File: src/hdl/acc_tilt_pkg.sv
// Shared types and constants for the accelerometer tilt angle pipeline.
package acc_tilt_pkg;

    localparam int SQRT_STEPS   = 32;
    localparam int CORDIC_ITERS = 18;
    localparam int INT_FRAC     = 16;
    localparam int CW           = 36;
    localparam int ZW           = 25;

    localparam logic signed [14:0] OFFSET_RESET = 15'sd909;

    localparam logic signed [ZW-1:0] ATAN_TAB [CORDIC_ITERS] = '{
        25'sd2949120, 25'sd1740967, 25'sd919879, 25'sd466945, 25'sd234379,
        25'sd117304, 25'sd58666, 25'sd29335, 25'sd14668, 25'sd7334,
        25'sd3667, 25'sd1833, 25'sd917, 25'sd458, 25'sd229, 25'sd115,
        25'sd57, 25'sd29
    };

    typedef struct packed {
        logic [34:0]        rem;
        logic [31:0]        root;
        logic [31:0]        rad;
        logic signed [15:0] ax;
        logic               zero;
    } sqrt_data_t;

    typedef struct packed {
        logic signed [CW-1:0] x;
        logic signed [CW-1:0] y;
        logic signed [ZW-1:0] z;
        logic                 zero;
    } cordic_data_t;

endpackage

File: src/hdl/acc_tilt_sqrt_stage.sv
// One digit-by-digit square root step, producing one root bit per stage.
module acc_tilt_sqrt_stage (
    input  logic                     clk,
    input  logic                     rst_n,
    input  logic                     en,
    input  logic                     in_vld,
    input  acc_tilt_pkg::sqrt_data_t in_data,
    output logic                     out_vld,
    output acc_tilt_pkg::sqrt_data_t out_data
);

    logic [34:0]              rem_sh;
    logic [34:0]              trial;
    acc_tilt_pkg::sqrt_data_t data_next;
    acc_tilt_pkg::sqrt_data_t data_reg;
    logic                     vld_reg;

    always_comb
    begin
        rem_sh    = {in_data.rem[32:0], in_data.rad[31:30]};
        trial     = {1'b0, in_data.root, 2'b01};
        data_next = in_data;
        data_next.rad = {in_data.rad[29:0], 2'b00};
        if (rem_sh >= trial)
        begin
            data_next.rem  = rem_sh - trial;
            data_next.root = {in_data.root[30:0], 1'b1};
        end
        else
        begin
            data_next.rem  = rem_sh;
            data_next.root = {in_data.root[30:0], 1'b0};
        end
    end

    always_ff @(posedge clk or negedge rst_n)
    begin
        if (!rst_n)
        begin
            vld_reg <= 1'b0;
        end
        else if (en)
        begin
            vld_reg <= in_vld;
        end
    end

    always_ff @(posedge clk)
    begin
        if (en)
        begin
            data_reg <= data_next;
        end
    end

    assign out_vld  = vld_reg;
    assign out_data = data_reg;

endmodule

File: config.mk
export PLATFORM = sky130hd
export DESIGN_NAME = acc_tilt_sqrt_stage
export DESIGN_NICKNAME = d
export VERILOG_FILES = /design/src/hdl/acc_tilt_pkg.sv /design/src/hdl/acc_tilt_sqrt_stage.sv
export SDC_FILE = /design/constraint.sdc
export NUM_CORES = 1
export LEC_CHECK = 0
export BUFFER_PORTS_ARGS = -buffer_cell sky130_fd_sc_hd__buf_2
export CAP_MARGIN = 5
export CORE_ASPECT_RATIO = 0.8
export CORE_MARGIN = 2
export CORE_UTILIZATION = 35
export CTS_CLUSTER_SIZE = 28
export DETAILED_ROUTE_END_ITERATION = 16
export GPL_TIMING_DRIVEN = 0
export SLEW_MARGIN = 20
export SYNTH_ARGS = -nofsm -noshare
export SYNTH_HDL_FRONTEND = slang
export SYNTH_SLANG_ARGS = --single-unit
File: constraint.sdc
create_clock -name clk -period 0.91 [get_ports clk]
set_clock_uncertainty 0.05 [all_clocks]
set_input_delay 0.182 -clock clk [delete_from_list [all_inputs] [get_ports clk]]
set_output_delay 0.182 -clock clk [all_outputs]
set_load 0.01 [all_outputs]
==> flow_metrics.tcl <==
set metrics [dict create \
    dp.final_hpwl_mm 12.7 \
    route.detailed.drc 0 \
    gr-total-overflow 0 \
    port_buffers 232 \
    grt_max_degree 46 \
    end_kind "flop" \
    highest_layer "met4" \
    synth_top_family_by_area "compound AO/OA/AOI/OAI gates" \
    fin_crit_ps 2310 \
    slew_viol_final 0 \
    worst_pin_slew_ps 537 \
    cp-start-kind "primary input" \
    crit_required_ps 1020 \
    maxCapViolations 0 \
    clk_latency_ps 410 \
    synthArstFlopShare_pct 0.870 \
    h-tree-depth 4 \
    synth_compound_area_share_pct 13.7 \
    final_nets 1000 \
    drt_iter0_markers 248 \
    synthAdderAreaFrac_pct 7.20 \
    worstPathMaxFanout 8 \
    violations "negative hold slack, negative setup slack" \
    die_area_um2 18000 \
    leakage_uw 0.00414 \
    cts_tree "yes" \
    netlist_instances 486 \
    firstDrtPassIters 4 \
    met2_length_mm 8.48 \
    dp_cells 940 \
    outcome "finished with violations" \
    start_util_pct 35.7 \
    area_growth_pct 63.2 \
    r2r_slack_ps 110 \
    layout-drive-gt1-share_pct 46.7 \
    rows 42 \
    routed_wl_mm 18.0 \
    ioPinCount 237 \
    synth.area.mux_share_pct 2.86 \
    coreArea_um2 16600 \
    yosysSeqAreaShare_pct 58.3 \
    synth_flop_cell "edfxtp_1" \
    hold_violations 1 \
    fin_crit_sh_pct 254 \
    powerDensity_nw_per_um2 1850 \
    grt_usage_pct 19.7 \
    first_global_vias 5117 \
    dr_wl_met3_mm 1.12 \
    final_core_util_pct 58.3 \
    synth_warnings 0 \
    cts_buffers 17 \
    setup_ws_ps -1400 \
    wl_met1_mm 8.19 \
    fill_cells 1400 \
    multi_input_comb_area_um2 2670 \
    slew-limit-headroom_pct 64.1 \
    synth_edf_count 114 \
    synth.avg_cell_area_um2 12.2 \
    routabilityCongestion 0.820 \
    grt_pass1_wl_mm 26.7 \
    hold_ws_ps -100 \
    clk_path_buf_depth 2 \
    vias_per_cell 4.79 \
    cts_hold_buf 79 \
    fin_cells 1079 \
    cts.sinks 115 \
    yosys.area_share.simple_pct 8.87 \
    cp.arrival_ps 2420 \
    ys_seq_elements 115 \
    final_area_um2 9650 \
    placed_area_um2 7720 \
    die_w_um 149 \
    seq_area_um2 3450 \
    synth_cell_types 61 \
    rsz0062_at_grt "true" \
    synth_xor_area_share_pct 4.59 \
    final_antenna_net_count 0 \
    setup_viol_count_final 151 \
    antenna_found_initial 0 \
    ir_worst_vdd_mv 1.20 \
    total_power_uw 17800 \
    cts-root-buf "clkbuf_16" \
    wl_per_cell_um 16.7 \
    num_vias 5173 \
    holdCritPathClass "in -> reg" \
    crit_type "in -> reg" \
    die_h_um 120 \
    clk_pin_slew_worst_paths_ps 50 \
    syn-cell-area_um2 5910 \
    max_freq_ghz 0.433 \
    diodes 0 \
]
## path summary, 6_finish.rpt
| check | start | endpoint | depth (start not counted) |
|---|---|---|---|
| min | in_data[49] | out_data[50] | 1 |
| max | in_data[69] | out_data[113] | 11 |
| max reg2reg | out_vld | out_vld | 1 |
| min in group asynchronous | rst_n | out_vld | 2 |
| max in group asynchronous | rst_n | out_vld | 2 |
| min reg2reg | out_vld | out_vld | 1 |
## layout make-up
type | instances | share of cell area [%]
well taps | 220 | 2.85
clock buffers | 18 | 4.45
multi-input cells | 313 | 27.7
repair buffers | 342 | 24.1
clock inverters | 14 | 1.85
inverters | 46 | 1.95
flip-flops and latches | 115 | 35.7
plain buffers | 11 | 1.41
## what timing repair did
item | CTS | global route
hold endpoints to repair | 80 | 1
pin swaps | 12 | 21
setup buffers | 12 | 15
resized for setup | 27 | 41
cloned | 2 | 1
endpoints found under the setup margin | 167 | 187
## per-stage QoR
stage	hold WS (ps)	setup slack [ps]	TNS, ps
2_1_floorplan	-164	-1450	-48180
3_3_place_gp	-93.6	-2030	-251210
3_5_place_dp	-91.4	-2040	-104660
4_1_cts	-119	-1490	-81300
5_1_grt	-122	-1480	-83470
6_report	-100	-1400	-75410
## worst max-delay path, stage by stage
cell and delay [ps]:
buf_2 100, inv_1 60, ha_4 280, and4_4 240, nand2b_4 50, or3_4 330
a211oi_4 330, o31ai_4 100, o21ai_4 240, buf_8 200, mux2_4 310
## registers in the layout (all words and copies together) (netlist names)
name      cells
out_vld       1
out_data    114
## synthesized netlist by cell type (2+ instances only)
cell	n	area (um2)
o211ai_1	5	37.5
o21ai_0	20	100
buf_6	2	22.5
o21bai_1	3	22.5
a31oi_1	3	18.8
nand2_1	20	75.1
a211oi_1	3	22.5
xor2_1	10	87.6
and4_1	2	17.5
buf_4	5	37.5
mux2_2	7	78.8
nor4_1	3	18.8
a21o_1	8	60.1
mux2i_1	3	30.0
xnor2_1	21	184
ha_1	34	425
nand4_1	9	56.3
inv_1	46	173
nor2_1	45	169
a21oi_2	4	35.0
nor3_1	10	50.1
o21a_1	3	22.5
o21ai_2	2	17.5
nor2b_1	4	25.0
o31a_1	3	26.3
mux2_1	4	45.0
edfxtp_1	114	3420
or2_2	2	12.5
buf_2	4	20.0
a311oi_1	3	26.3
a21oi_1	46	230
and3_1	5	31.3
nand3_1	2	10.0
or3_1	4	25.0
## cells in the final DEF, fill, tap and decap left out, types with 16 or more instances in the layout
cell           instances
ha_4                  16
a21oi_1               23
dlygate4sd3_1         79
clkbuf_16             17
inv_1                 36
edfxtp_1             114
nor2_1                36
buf_4                 29
xnor2_1               21
buf_2                223
a21oi_2               24
nand2_1               20
## report_power, final
group | switching (uW) | internal (uW)
sequential | 132 | 6500
combinational | 2190 | 2130
clock | 2530 | 4340
total | 4850 | 13000
## kinds of logic (layout without fill, tap and decap cells)
group,count (synthesis),after routing
multiplexers,15,15
buffers and inverters,59,431
other,1,2
flip-flops,115,115
AND/OR/NAND/NOR,110,110
adder cells (fa/ha/maj),34,34
AO/OA/AOI/OAI,121,121
XOR/XNOR,31,31
## per-layer routing
| layer | track usage [%] | vias up |
|---|---|---|
| li1 | - | 2530 |
| met1 | 26.0 | 2435 |
| met2 | 32.6 | 187 |
| met3 | 5.09 | 21 |
| met4 | 4.76 | 0 |
| met5 | 0 | - |
Note: power is estimated with default switching activity, not from simulation.
